### config.mk
export PLATFORM = sky130hd
export DESIGN_NAME = length_prefixed_frame_parser
export DESIGN_NICKNAME = d
export VERILOG_FILES = /design/src/hdl/lfp_pkg.sv /design/src/hdl/lfp_front.sv /design/src/hdl/lfp_desc_q.sv /design/src/hdl/lfp_back.sv /design/src/hdl/length_prefixed_frame_parser.sv
export SDC_FILE = /design/constraint.sdc
export NUM_CORES = 1
export LEC_CHECK = 0
export ABC_CLOCK_PERIOD_IN_PS = 3700
export BUFFER_PORTS_ARGS = -buffer_cell sky130_fd_sc_hd__buf_2
export CAP_MARGIN = 40
export CORE_AREA = 3 3 200 202
export CTS_CLUSTER_DIAMETER = 30
export CTS_CLUSTER_SIZE = 40
export DETAILED_ROUTE_END_ITERATION = 16
export DIE_AREA = 0 0 203 205
export GPL_TIMING_DRIVEN = 0
export PLACE_DENSITY = 0.76
export SLEW_MARGIN = 20
export SYNTH_ARGS = -nofsm -noshare
export SYNTH_HDL_FRONTEND = slang
export SYNTH_SLANG_ARGS = --single-unit
### constraint.sdc
create_clock -name clk -period 3.7 [get_ports clk]
set_clock_uncertainty 0.15 [all_clocks]
set_input_delay 0.74 -clock clk [delete_from_list [all_inputs] [get_ports clk]]
set_output_delay 0.74 -clock clk [all_outputs]
set_load 0.02 [all_outputs]
### src/hdl/lfp_pkg.sv
// ----------------------------------------------------------------------------
// lfp_pkg
// Shared constants, codes and types of the length-prefixed frame parser.
// ----------------------------------------------------------------------------
package lfp_pkg;

	localparam int BUF_DEPTH = 32;
	localparam int BUF_AW    = (BUF_DEPTH > 1) ? $clog2(BUF_DEPTH) : 1;
	localparam int BYTE_W    = 8;
	localparam int LEN_W     = 6;
	localparam int CFG_IDX_W = 1;
	localparam int RES_DEPTH = 4;
	localparam int RES_AW    = $clog2(RES_DEPTH);

	localparam logic [CFG_IDX_W-1:0] CFG_HEADER = 1'd0;
	localparam logic [CFG_IDX_W-1:0] CFG_LIMIT  = 1'd1;

	localparam logic [BYTE_W-1:0] HEADER_RESET = 8'd170;
	localparam logic [LEN_W-1:0]  LIMIT_RESET  = 6'd32;

	typedef enum logic [2:0] {
		PH_HEADER,
		PH_LENGTH,
		PH_CMD,
		PH_DATA,
		PH_CHECK
	} phase_t;

	typedef enum logic {
		BK_IDLE,
		BK_RUN
	} back_state_t;

	typedef struct packed {
		logic [BYTE_W-1:0] cmd;
		logic [LEN_W-1:0]  len;
	} frame_desc_t;

	typedef struct packed {
		logic              en;
		logic [BUF_AW-1:0] addr;
		logic [BYTE_W-1:0] data;
	} buf_wr_t;

	typedef struct packed {
		logic              is_head;
		logic [BYTE_W-1:0] cmd;
		logic [LEN_W-1:0]  len;
		logic [BYTE_W-1:0] payload;
		logic              last;
	} result_t;

endpackage

### src/hdl/lfp_front.sv
// ----------------------------------------------------------------------------
// lfp_front
// Byte parser: hunts for the header, checks length and checksum, stores the
// payload and hands a descriptor of each valid frame to the back end.
// ----------------------------------------------------------------------------
module lfp_front (
	input  logic                             clk,
	input  logic                             arst_n,
	input  logic                             cfg_we,
	input  logic [lfp_pkg::CFG_IDX_W-1:0]    cfg_idx,
	input  logic [lfp_pkg::BYTE_W-1:0]       cfg_data,
	input  logic                             push,
	input  logic [lfp_pkg::BYTE_W-1:0]       rx_byte,
	output logic                             full,
	input  logic                             back_busy,
	input  logic                             desc_full,
	output logic                             desc_push,
	output lfp_pkg::frame_desc_t             desc,
	output lfp_pkg::buf_wr_t                 wr
);
	import lfp_pkg::*;

	phase_t             phase_q, phase_d;
	logic [BYTE_W-1:0]  header_q;
	logic [LEN_W-1:0]   limit_q;
	logic [LEN_W-1:0]   limit_eff;
	logic [LEN_W-1:0]   len_q;
	logic [BYTE_W-1:0]  cmd_q;
	logic [BYTE_W-1:0]  sum_q;
	logic [LEN_W-1:0]   count_q;
	logic [LEN_W-1:0]   count_inc;
	logic               accept;
	logic               len_ok;

	assign limit_eff = (limit_q > LEN_W'(BUF_DEPTH)) ? LEN_W'(BUF_DEPTH) : limit_q;
	assign len_ok    = rx_byte <= BYTE_W'(limit_eff);
	assign count_inc = count_q + LEN_W'(1);
	assign accept    = push & ~full;

	always_comb begin
		full = 1'b0;
		case (phase_q)
			PH_DATA:  full = back_busy;
			PH_CHECK: full = desc_full;
			default:  full = 1'b0;
		endcase
	end

	always_comb begin
		phase_d = phase_q;
		if (accept) begin
			case (phase_q)
				PH_HEADER: if (rx_byte == header_q) phase_d = PH_LENGTH;
				PH_LENGTH: phase_d = len_ok ? PH_CMD : PH_HEADER;
				PH_CMD:    phase_d = (len_q != '0) ? PH_DATA : PH_CHECK;
				PH_DATA:   if (count_inc >= len_q) phase_d = PH_CHECK;
				PH_CHECK:  phase_d = PH_HEADER;
				default:   phase_d = PH_HEADER;
			endcase
		end
	end

	always_comb begin
		desc_push = 1'b0;
		wr.en     = 1'b0;
		wr.addr   = count_q[BUF_AW-1:0];
		wr.data   = rx_byte;
		desc.cmd  = cmd_q;
		desc.len  = len_q;
		case (phase_q)
			PH_DATA:  wr.en = accept & (count_q < LEN_W'(BUF_DEPTH));
			PH_CHECK: desc_push = accept & (rx_byte == sum_q);
			default: begin
				desc_push = 1'b0;
				wr.en     = 1'b0;
			end
		endcase
	end

	always_ff @(posedge clk or negedge arst_n) begin
		if (!arst_n) begin
			header_q <= HEADER_RESET;
			limit_q  <= LIMIT_RESET;
		end else if (cfg_we) begin
			case (cfg_idx)
				CFG_HEADER: header_q <= cfg_data;
				CFG_LIMIT:  limit_q  <= cfg_data[LEN_W-1:0];
				default:    ;
			endcase
		end
	end

	always_ff @(posedge clk or negedge arst_n) begin
		if (!arst_n) begin
			phase_q <= PH_HEADER;
			len_q   <= '0;
			cmd_q   <= '0;
			sum_q   <= '0;
			count_q <= '0;
		end else begin
			phase_q <= phase_d;
			if (accept) begin
				case (phase_q)
					PH_LENGTH: begin
						if (len_ok) begin
							len_q <= rx_byte[LEN_W-1:0];
							sum_q <= rx_byte;
						end
					end
					PH_CMD: begin
						cmd_q   <= rx_byte;
						sum_q   <= sum_q + rx_byte;
						count_q <= '0;
					end
					PH_DATA: begin
						count_q <= count_inc;
						sum_q   <= sum_q + rx_byte;
					end
					default: ;
				endcase
			end
		end
	end

endmodule

### src/hdl/lfp_desc_q.sv
// ----------------------------------------------------------------------------
// lfp_desc_q
// Two-entry queue of validated frame descriptors between front and back.
// ----------------------------------------------------------------------------
module lfp_desc_q (
	input  logic                  clk,
	input  logic                  arst_n,
	input  logic                  push,
	input  lfp_pkg::frame_desc_t  din,
	output logic                  full,
	input  logic                  pop,
	output lfp_pkg::frame_desc_t  dout,
	output logic                  empty
);
	import lfp_pkg::*;

	frame_desc_t  entry_q [2];
	logic         wp_q, rp_q;
	logic [1:0]   cnt_q;
	logic         do_push, do_pop;

	assign full    = cnt_q == 2'd2;
	assign empty   = cnt_q == 2'd0;
	assign do_push = push & ~full;
	assign do_pop  = pop & ~empty;
	assign dout    = entry_q[rp_q];

	always_ff @(posedge clk) begin
		if (do_push) entry_q[wp_q] <= din;
	end

	always_ff @(posedge clk or negedge arst_n) begin
		if (!arst_n) begin
			wp_q  <= 1'b0;
			rp_q  <= 1'b0;
			cnt_q <= '0;
		end else begin
			if (do_push) wp_q <= ~wp_q;
			if (do_pop)  rp_q <= ~rp_q;
			cnt_q <= cnt_q + 2'(do_push) - 2'(do_pop);
		end
	end

endmodule

### src/hdl/lfp_back.sv
// ----------------------------------------------------------------------------
// lfp_back
// Frame replay: holds the payload buffer, emits the head and payload results
// of each descriptor and queues them toward the result port.
// ----------------------------------------------------------------------------
module lfp_back (
	input  logic                  clk,
	input  logic                  arst_n,
	input  lfp_pkg::buf_wr_t      wr,
	input  logic                  desc_empty,
	input  lfp_pkg::frame_desc_t  desc,
	output logic                  desc_pop,
	output logic                  busy,
	input  logic                  pop,
	output logic                  empty,
	output lfp_pkg::result_t      res
);
	import lfp_pkg::*;

	logic [BYTE_W-1:0]  mem [BUF_DEPTH];

	back_state_t        state_q, state_d;
	logic [BYTE_W-1:0]  cmd_q;
	logic [LEN_W-1:0]   len_q;
	logic [LEN_W-1:0]   idx_q;
	logic [LEN_W-1:0]   idx_inc;

	logic               issue, room;
	logic               rd_en;
	logic [BUF_AW-1:0]  rd_addr;
	logic               iss_head, iss_last;
	logic [BYTE_W-1:0]  iss_cmd;
	logic [LEN_W-1:0]   iss_len;

	logic               vld_s1, head_s1, last_s1;
	logic [BYTE_W-1:0]  cmd_s1, rd_data_s1;
	logic [LEN_W-1:0]   len_s1;

	result_t            fifo_q [RES_DEPTH];
	result_t            fifo_in;
	logic [RES_AW-1:0]  wp_q, rp_q;
	logic [RES_AW:0]    cnt_q;
	logic               do_pop;

	assign idx_inc = idx_q + LEN_W'(1);
	assign room    = (cnt_q + (RES_AW+1)'(vld_s1)) < (RES_AW+1)'(RES_DEPTH);
	assign issue   = room & ((state_q == BK_RUN) | ~desc_empty);
	assign busy    = ~desc_empty | (state_q == BK_RUN);

	always_comb begin
		state_d = state_q;
		case (state_q)
			BK_IDLE: if (issue && desc.len != '0) state_d = BK_RUN;
			BK_RUN:  if (issue && idx_inc == len_q) state_d = BK_IDLE;
			default: state_d = BK_IDLE;
		endcase
	end

	always_comb begin
		desc_pop = 1'b0;
		rd_en    = 1'b0;
		rd_addr  = idx_q[BUF_AW-1:0];
		iss_head = 1'b0;
		iss_last = 1'b0;
		iss_cmd  = cmd_q;
		iss_len  = len_q;
		case (state_q)
			BK_IDLE: begin
				desc_pop = issue;
				iss_head = 1'b1;
				iss_last = desc.len == '0;
				iss_cmd  = desc.cmd;
				iss_len  = desc.len;
			end
			BK_RUN: begin
				rd_en    = issue;
				iss_last = idx_inc == len_q;
			end
			default: ;
		endcase
	end

	always_ff @(posedge clk) begin
		if (wr.en) mem[wr.addr] <= wr.data;
		if (rd_en) rd_data_s1 <= mem[rd_addr];
	end

	always_ff @(posedge clk or negedge arst_n) begin
		if (!arst_n) begin
			state_q <= BK_IDLE;
			idx_q   <= '0;
			vld_s1  <= 1'b0;
		end else begin
			state_q <= state_d;
			vld_s1  <= issue;
			if (issue) begin
				if (state_q == BK_IDLE) idx_q <= '0;
				else                    idx_q <= idx_inc;
			end
		end
	end

	always_ff @(posedge clk) begin
		if (issue && state_q == BK_IDLE) begin
			cmd_q <= desc.cmd;
			len_q <= desc.len;
		end
		if (issue) begin
			head_s1 <= iss_head;
			last_s1 <= iss_last;
			cmd_s1  <= iss_cmd;
			len_s1  <= iss_len;
		end
	end

	assign fifo_in.is_head = head_s1;
	assign fifo_in.cmd     = cmd_s1;
	assign fifo_in.len     = len_s1;
	assign fifo_in.payload = head_s1 ? '0 : rd_data_s1;
	assign fifo_in.last    = last_s1;

	assign empty  = cnt_q == '0;
	assign do_pop = pop & ~empty;
	assign res    = fifo_q[rp_q];

	always_ff @(posedge clk) begin
		if (vld_s1) fifo_q[wp_q] <= fifo_in;
	end

	always_ff @(posedge clk or negedge arst_n) begin
		if (!arst_n) begin
			wp_q  <= '0;
			rp_q  <= '0;
			cnt_q <= '0;
		end else begin
			if (vld_s1) wp_q <= wp_q + RES_AW'(1);
			if (do_pop) rp_q <= rp_q + RES_AW'(1);
			cnt_q <= cnt_q + (RES_AW+1)'(vld_s1) - (RES_AW+1)'(do_pop);
		end
	end

endmodule

### src/hdl/length_prefixed_frame_parser.sv
// ----------------------------------------------------------------------------
// length_prefixed_frame_parser
// Serial frame parser with header hunt, length limit and additive checksum.
//
//   channel   direction  handshake         payload
//   input     in         push / full       rx_byte
//   result    out        pop / empty       is_head frame_cmd frame_len
//                                          payload_byte last_item
//   config    in         cfg_we            cfg_idx cfg_data
//
// The parser takes one byte per cycle while full is low. A valid frame of
// length N yields N+1 results, one per cycle from the replay unit while the
// result queue has room, via the buffer read register and the result queue.
// full rises on a payload byte while the back end is busy, and on the checksum
// byte while the descriptor queue is full. No clearing pass follows reset.
// ----------------------------------------------------------------------------
module length_prefixed_frame_parser (
	input  logic                           clk,
	input  logic                           arst_n,
	input  logic                           cfg_we,
	input  logic [lfp_pkg::CFG_IDX_W-1:0]  cfg_idx,
	input  logic [lfp_pkg::BYTE_W-1:0]     cfg_data,
	input  logic                           push,
	output logic                           full,
	input  logic [lfp_pkg::BYTE_W-1:0]     rx_byte,
	output logic                           empty,
	input  logic                           pop,
	output logic                           is_head,
	output logic [lfp_pkg::BYTE_W-1:0]     frame_cmd,
	output logic [lfp_pkg::LEN_W-1:0]      frame_len,
	output logic [lfp_pkg::BYTE_W-1:0]     payload_byte,
	output logic                           last_item
);
	import lfp_pkg::*;

	frame_desc_t  front_desc, back_desc;
	buf_wr_t      buf_wr;
	result_t      res;
	logic         desc_push, desc_full, desc_pop, desc_empty;
	logic         back_busy;

	lfp_front u_front (
		.clk       (clk),
		.arst_n    (arst_n),
		.cfg_we    (cfg_we),
		.cfg_idx   (cfg_idx),
		.cfg_data  (cfg_data),
		.push      (push),
		.rx_byte   (rx_byte),
		.full      (full),
		.back_busy (back_busy),
		.desc_full (desc_full),
		.desc_push (desc_push),
		.desc      (front_desc),
		.wr        (buf_wr)
	);

	lfp_desc_q u_desc_q (
		.clk    (clk),
		.arst_n (arst_n),
		.push   (desc_push),
		.din    (front_desc),
		.full   (desc_full),
		.pop    (desc_pop),
		.dout   (back_desc),
		.empty  (desc_empty)
	);

	lfp_back u_back (
		.clk        (clk),
		.arst_n     (arst_n),
		.wr         (buf_wr),
		.desc_empty (desc_empty),
		.desc       (back_desc),
		.desc_pop   (desc_pop),
		.busy       (back_busy),
		.pop        (pop),
		.empty      (empty),
		.res        (res)
	);

	assign is_head      = res.is_head;
	assign frame_cmd    = res.cmd;
	assign frame_len    = res.len;
	assign payload_byte = res.payload;
	assign last_item    = res.last;

endmodule

==> run summary <==
WL per Instance: 22.9 microns
DRT Wirelength: 39.7 mm
Slew HR: 42.1%
Endpoints failing hold: 0
Final slew viol count: 0
Fmax: 290 MHz
Hold path start: cfg_data[7]
Gp weighted congestion: 0.803
P_leak: 8.12 nW
Yosys cell types: 49
Die width: 203 microns
Share of cells above drive strength 1: 31.2%
Port Buf Inserts: 47
Core area: 38500 sq um
FF-to-FF setup slack: 0.25 ns
Die Area: 41600 sq um
Initial Util: 50.7%
Final ANT Viol Nets: 0
YS warnings: 0
Post-layout util: 61.0%
Root Buffer: clkbuf_16
Vias in the first global route: 10500
Tightest Pin Transition: 0.869 ns
Final Net Count: 1202
CTS tree: yes
Worst min path class: input port to register
Inserted Clock Buffers: 85
Diodes inserted: 0
Worst vdd ir: 419 uV
DP Worst Slack: -0.245 ns
Min Tclk post-route: 3.45 ns
PD cells: 846 nW/um^2
Asr flop ratio synth: 13.3%
DRC viols: 0
Synth top area cells: edfxtp_1 64%, mux4_2 11%, dfrtp_1 7.6%
RR Endpoint: u_back.mem[16][1]$_DFFE_PP_
Drt first pass iters: 5
Rows: 72
Seq/Total Area, Yosys: 72.6%
Yosys top cell area share: 64.3%
Setup-failing EPs final: 0
Cells on worst reg2reg path: 6
Syn Nets: 1059
DRT iter0 DRCs: 803
Placed Area: 20400 sq um
Total GRT Usage: 19.7%
FF-to-FF Start: u_front.phase_q[2]$_DFFE_PN0P_
Mapped Cells: 1002
Crit path DAT: 3.50 ns
GRT overflow: 0
Clock latency at the later pin of the worst-skew pair: 0.60 ns
Worst Hold End: u_front.header_q[7]$_DFFE_PN1P_
Synth Area per Inst: 19.5 sq um
Max Cap Viol: 0
Setup TNS: 0 ns
Status: finished, final reports clean
CTS H-tree depth: 3
Worst setup EP type: register
Synthesized flop and latch total: 482
First-pass GRT wire length: 62.1 mm
WHS Path Cells: 2
EDFF count, synth: 418
Dpl hpwl: 23.3 mm
Largest net degree at the start of global routing: 56
Antenna violations before repair: 0
RSZ-0062 raised after global routing: no
Main synth FF type: edfxtp_1
Crit path launch type: register
Req. time, crit path: 3.75 ns
DR vias/cell: 5.70
Worst setup path category: register to register
Via count: 9864
Synthesized area: 19500 sq um
Critical Path Fanout Max: 8
Period Utilization, post-route: 93.3%
CTS sink cnt: 482
Io pins: 48
Area delta synth->final: 20.2%
Clock transition at the registers of the reported paths: 0.05 ns
Clock Tree Buf Depth: 3
Post-route cell area: 23400 sq um
Most common cell after layout, fill and taps aside: edfxtp_1
Most frequent cells in the layout: 418 x edfxtp_1, 91 x mux4_2, 86 x clkbuf_16
Yosys top cell by area: edfxtp_1
Die Height: 205 microns
Final Worst Setup Slack: 0.249 ns
[metrics by stage]
| step | power (mW) | std cells | hold WS, ns |
|---|---|---|---|
| 2_1_floorplan | 10.7 | 1002 | 0.285 |
| 3_3_place_gp | 12.0 | 1567 | 0.294 |
| 3_5_place_dp | 12.1 | 1569 | 0.307 |
| 4_1_cts | 20.0 | 1726 | 0.196 |
| 5_1_grt | 20.7 | 1732 | 0.208 |
| 6_report | 19.8 | 1732 | 0.226 |
[flip-flops by register name (all words and copies together) (netlist names), 3 cells and up]
register / flops
u_back.cmd_q: 8
u_back.cmd_s1: 8
u_back.cnt_q: 3
u_back.fifo_q: 96
u_back.idx_q: 6
u_back.len_q: 6
u_back.len_s1: 6
u_back.mem: 256
u_back.rd_data_s1: 8
u_desc_q.entry_q: 28
u_front.cmd_q: 8
u_front.count_q: 6
u_front.header_q: 8
u_front.len_q: 6
u_front.limit_q: 6
u_front.phase_q: 3
u_front.sum_q: 8
[synthesized netlist by cell type (13+ instances only)]
cell / instances
nor2_1: 50
mux2_2: 59
clkbuf_1: 22
nor2b_1: 16
xor2_1: 14
inv_1: 24
nand2_1: 35
mux4_2: 91
mux4_1: 13
edfxtp_1: 418
xnor2_1: 22
ha_1: 34
o21ai_0: 25
dfrtp_1: 59
[layout make-up]
cell class                 instances  area [sq um]
timing repair buffer              57           377
sequential                       482         14200
multi-input combinational        456          5060
tap                              518           648
clock inverter                    61           683
clock buffer                      95          2220
inverter                          25          93.8
buffer                            38           210
fill                            2622         15000
[how the worst max path moves through the flow]
stage                                              start                               end  slack, ns  depth (start not counted)
after floorplan                               rx_byte[2]  u_desc_q.entry_q[0][0]$_DFFE_PP_       0.68                          5
after global placement                        rx_byte[2]  u_desc_q.entry_q[0][4]$_DFFE_PP_      -0.53                          6
after detailed placement                      rx_byte[2]  u_desc_q.entry_q[0][3]$_DFFE_PP_      -0.24                          6
after CTS                     u_back.rp_q[0]$_DFFE_PN0P_                      frame_cmd[7]       0.02                          4
after global routing      u_front.phase_q[2]$_DFFE_PN0P_       u_back.mem[16][1]$_DFFE_PP_        0.1                          6
final                     u_front.phase_q[2]$_DFFE_PN0P_       u_back.mem[16][1]$_DFFE_PP_       0.25                          6
[logic make-up after synthesis]
family,count (synthesis),synth area share [%]
AOI/OAI and AO/OA,61,2.05
adders and majority gates,35,2.28
muxes,171,16.1
xor gates and xnor gates,36,1.62
buffers and inverters,64,1.54
and+or+nand+nor,153,3.81
DFF,482,72.6
[critical path, stage by stage (launching register included)]
cell and delay, ns:
dfrtp_1 0.46, nand2b_1 0.32, o221ai_2 0.21, or4_1 0.45
nor2_1 0.25, nand2_1 0.43, nor2_1 0.77
[power by group]
part / leakage, nW / internal [mW] / switching (mW)
clock: 1.38 / 4.95 / 2.76
sequential: 4.57 / 7.03 / 0.437
combinational: 2.17 / 2.09 / 2.57
total: 8.12 / 14.1 / 5.77
[layer usage]
layer / global-route usage, % / up-vias / part of all wire (%)
li1: - / 4338 / -
met2: 31.9 / 389 / 49
met5: 0 / - / 0
met1: 26.7 / 5042 / 41
met4: 7.25 / 0 / 2.9
met3: 4.45 / 95 / 6.9
[what timing repair did]
action                                  CTS  global route
hold buffers                              1             0
resized for setup                         2             0
setup buffers                             0             0
endpoints found under the hold margin     9             0
endpoints found under the setup margin    8            12
(Power assumes the default switching activity.)
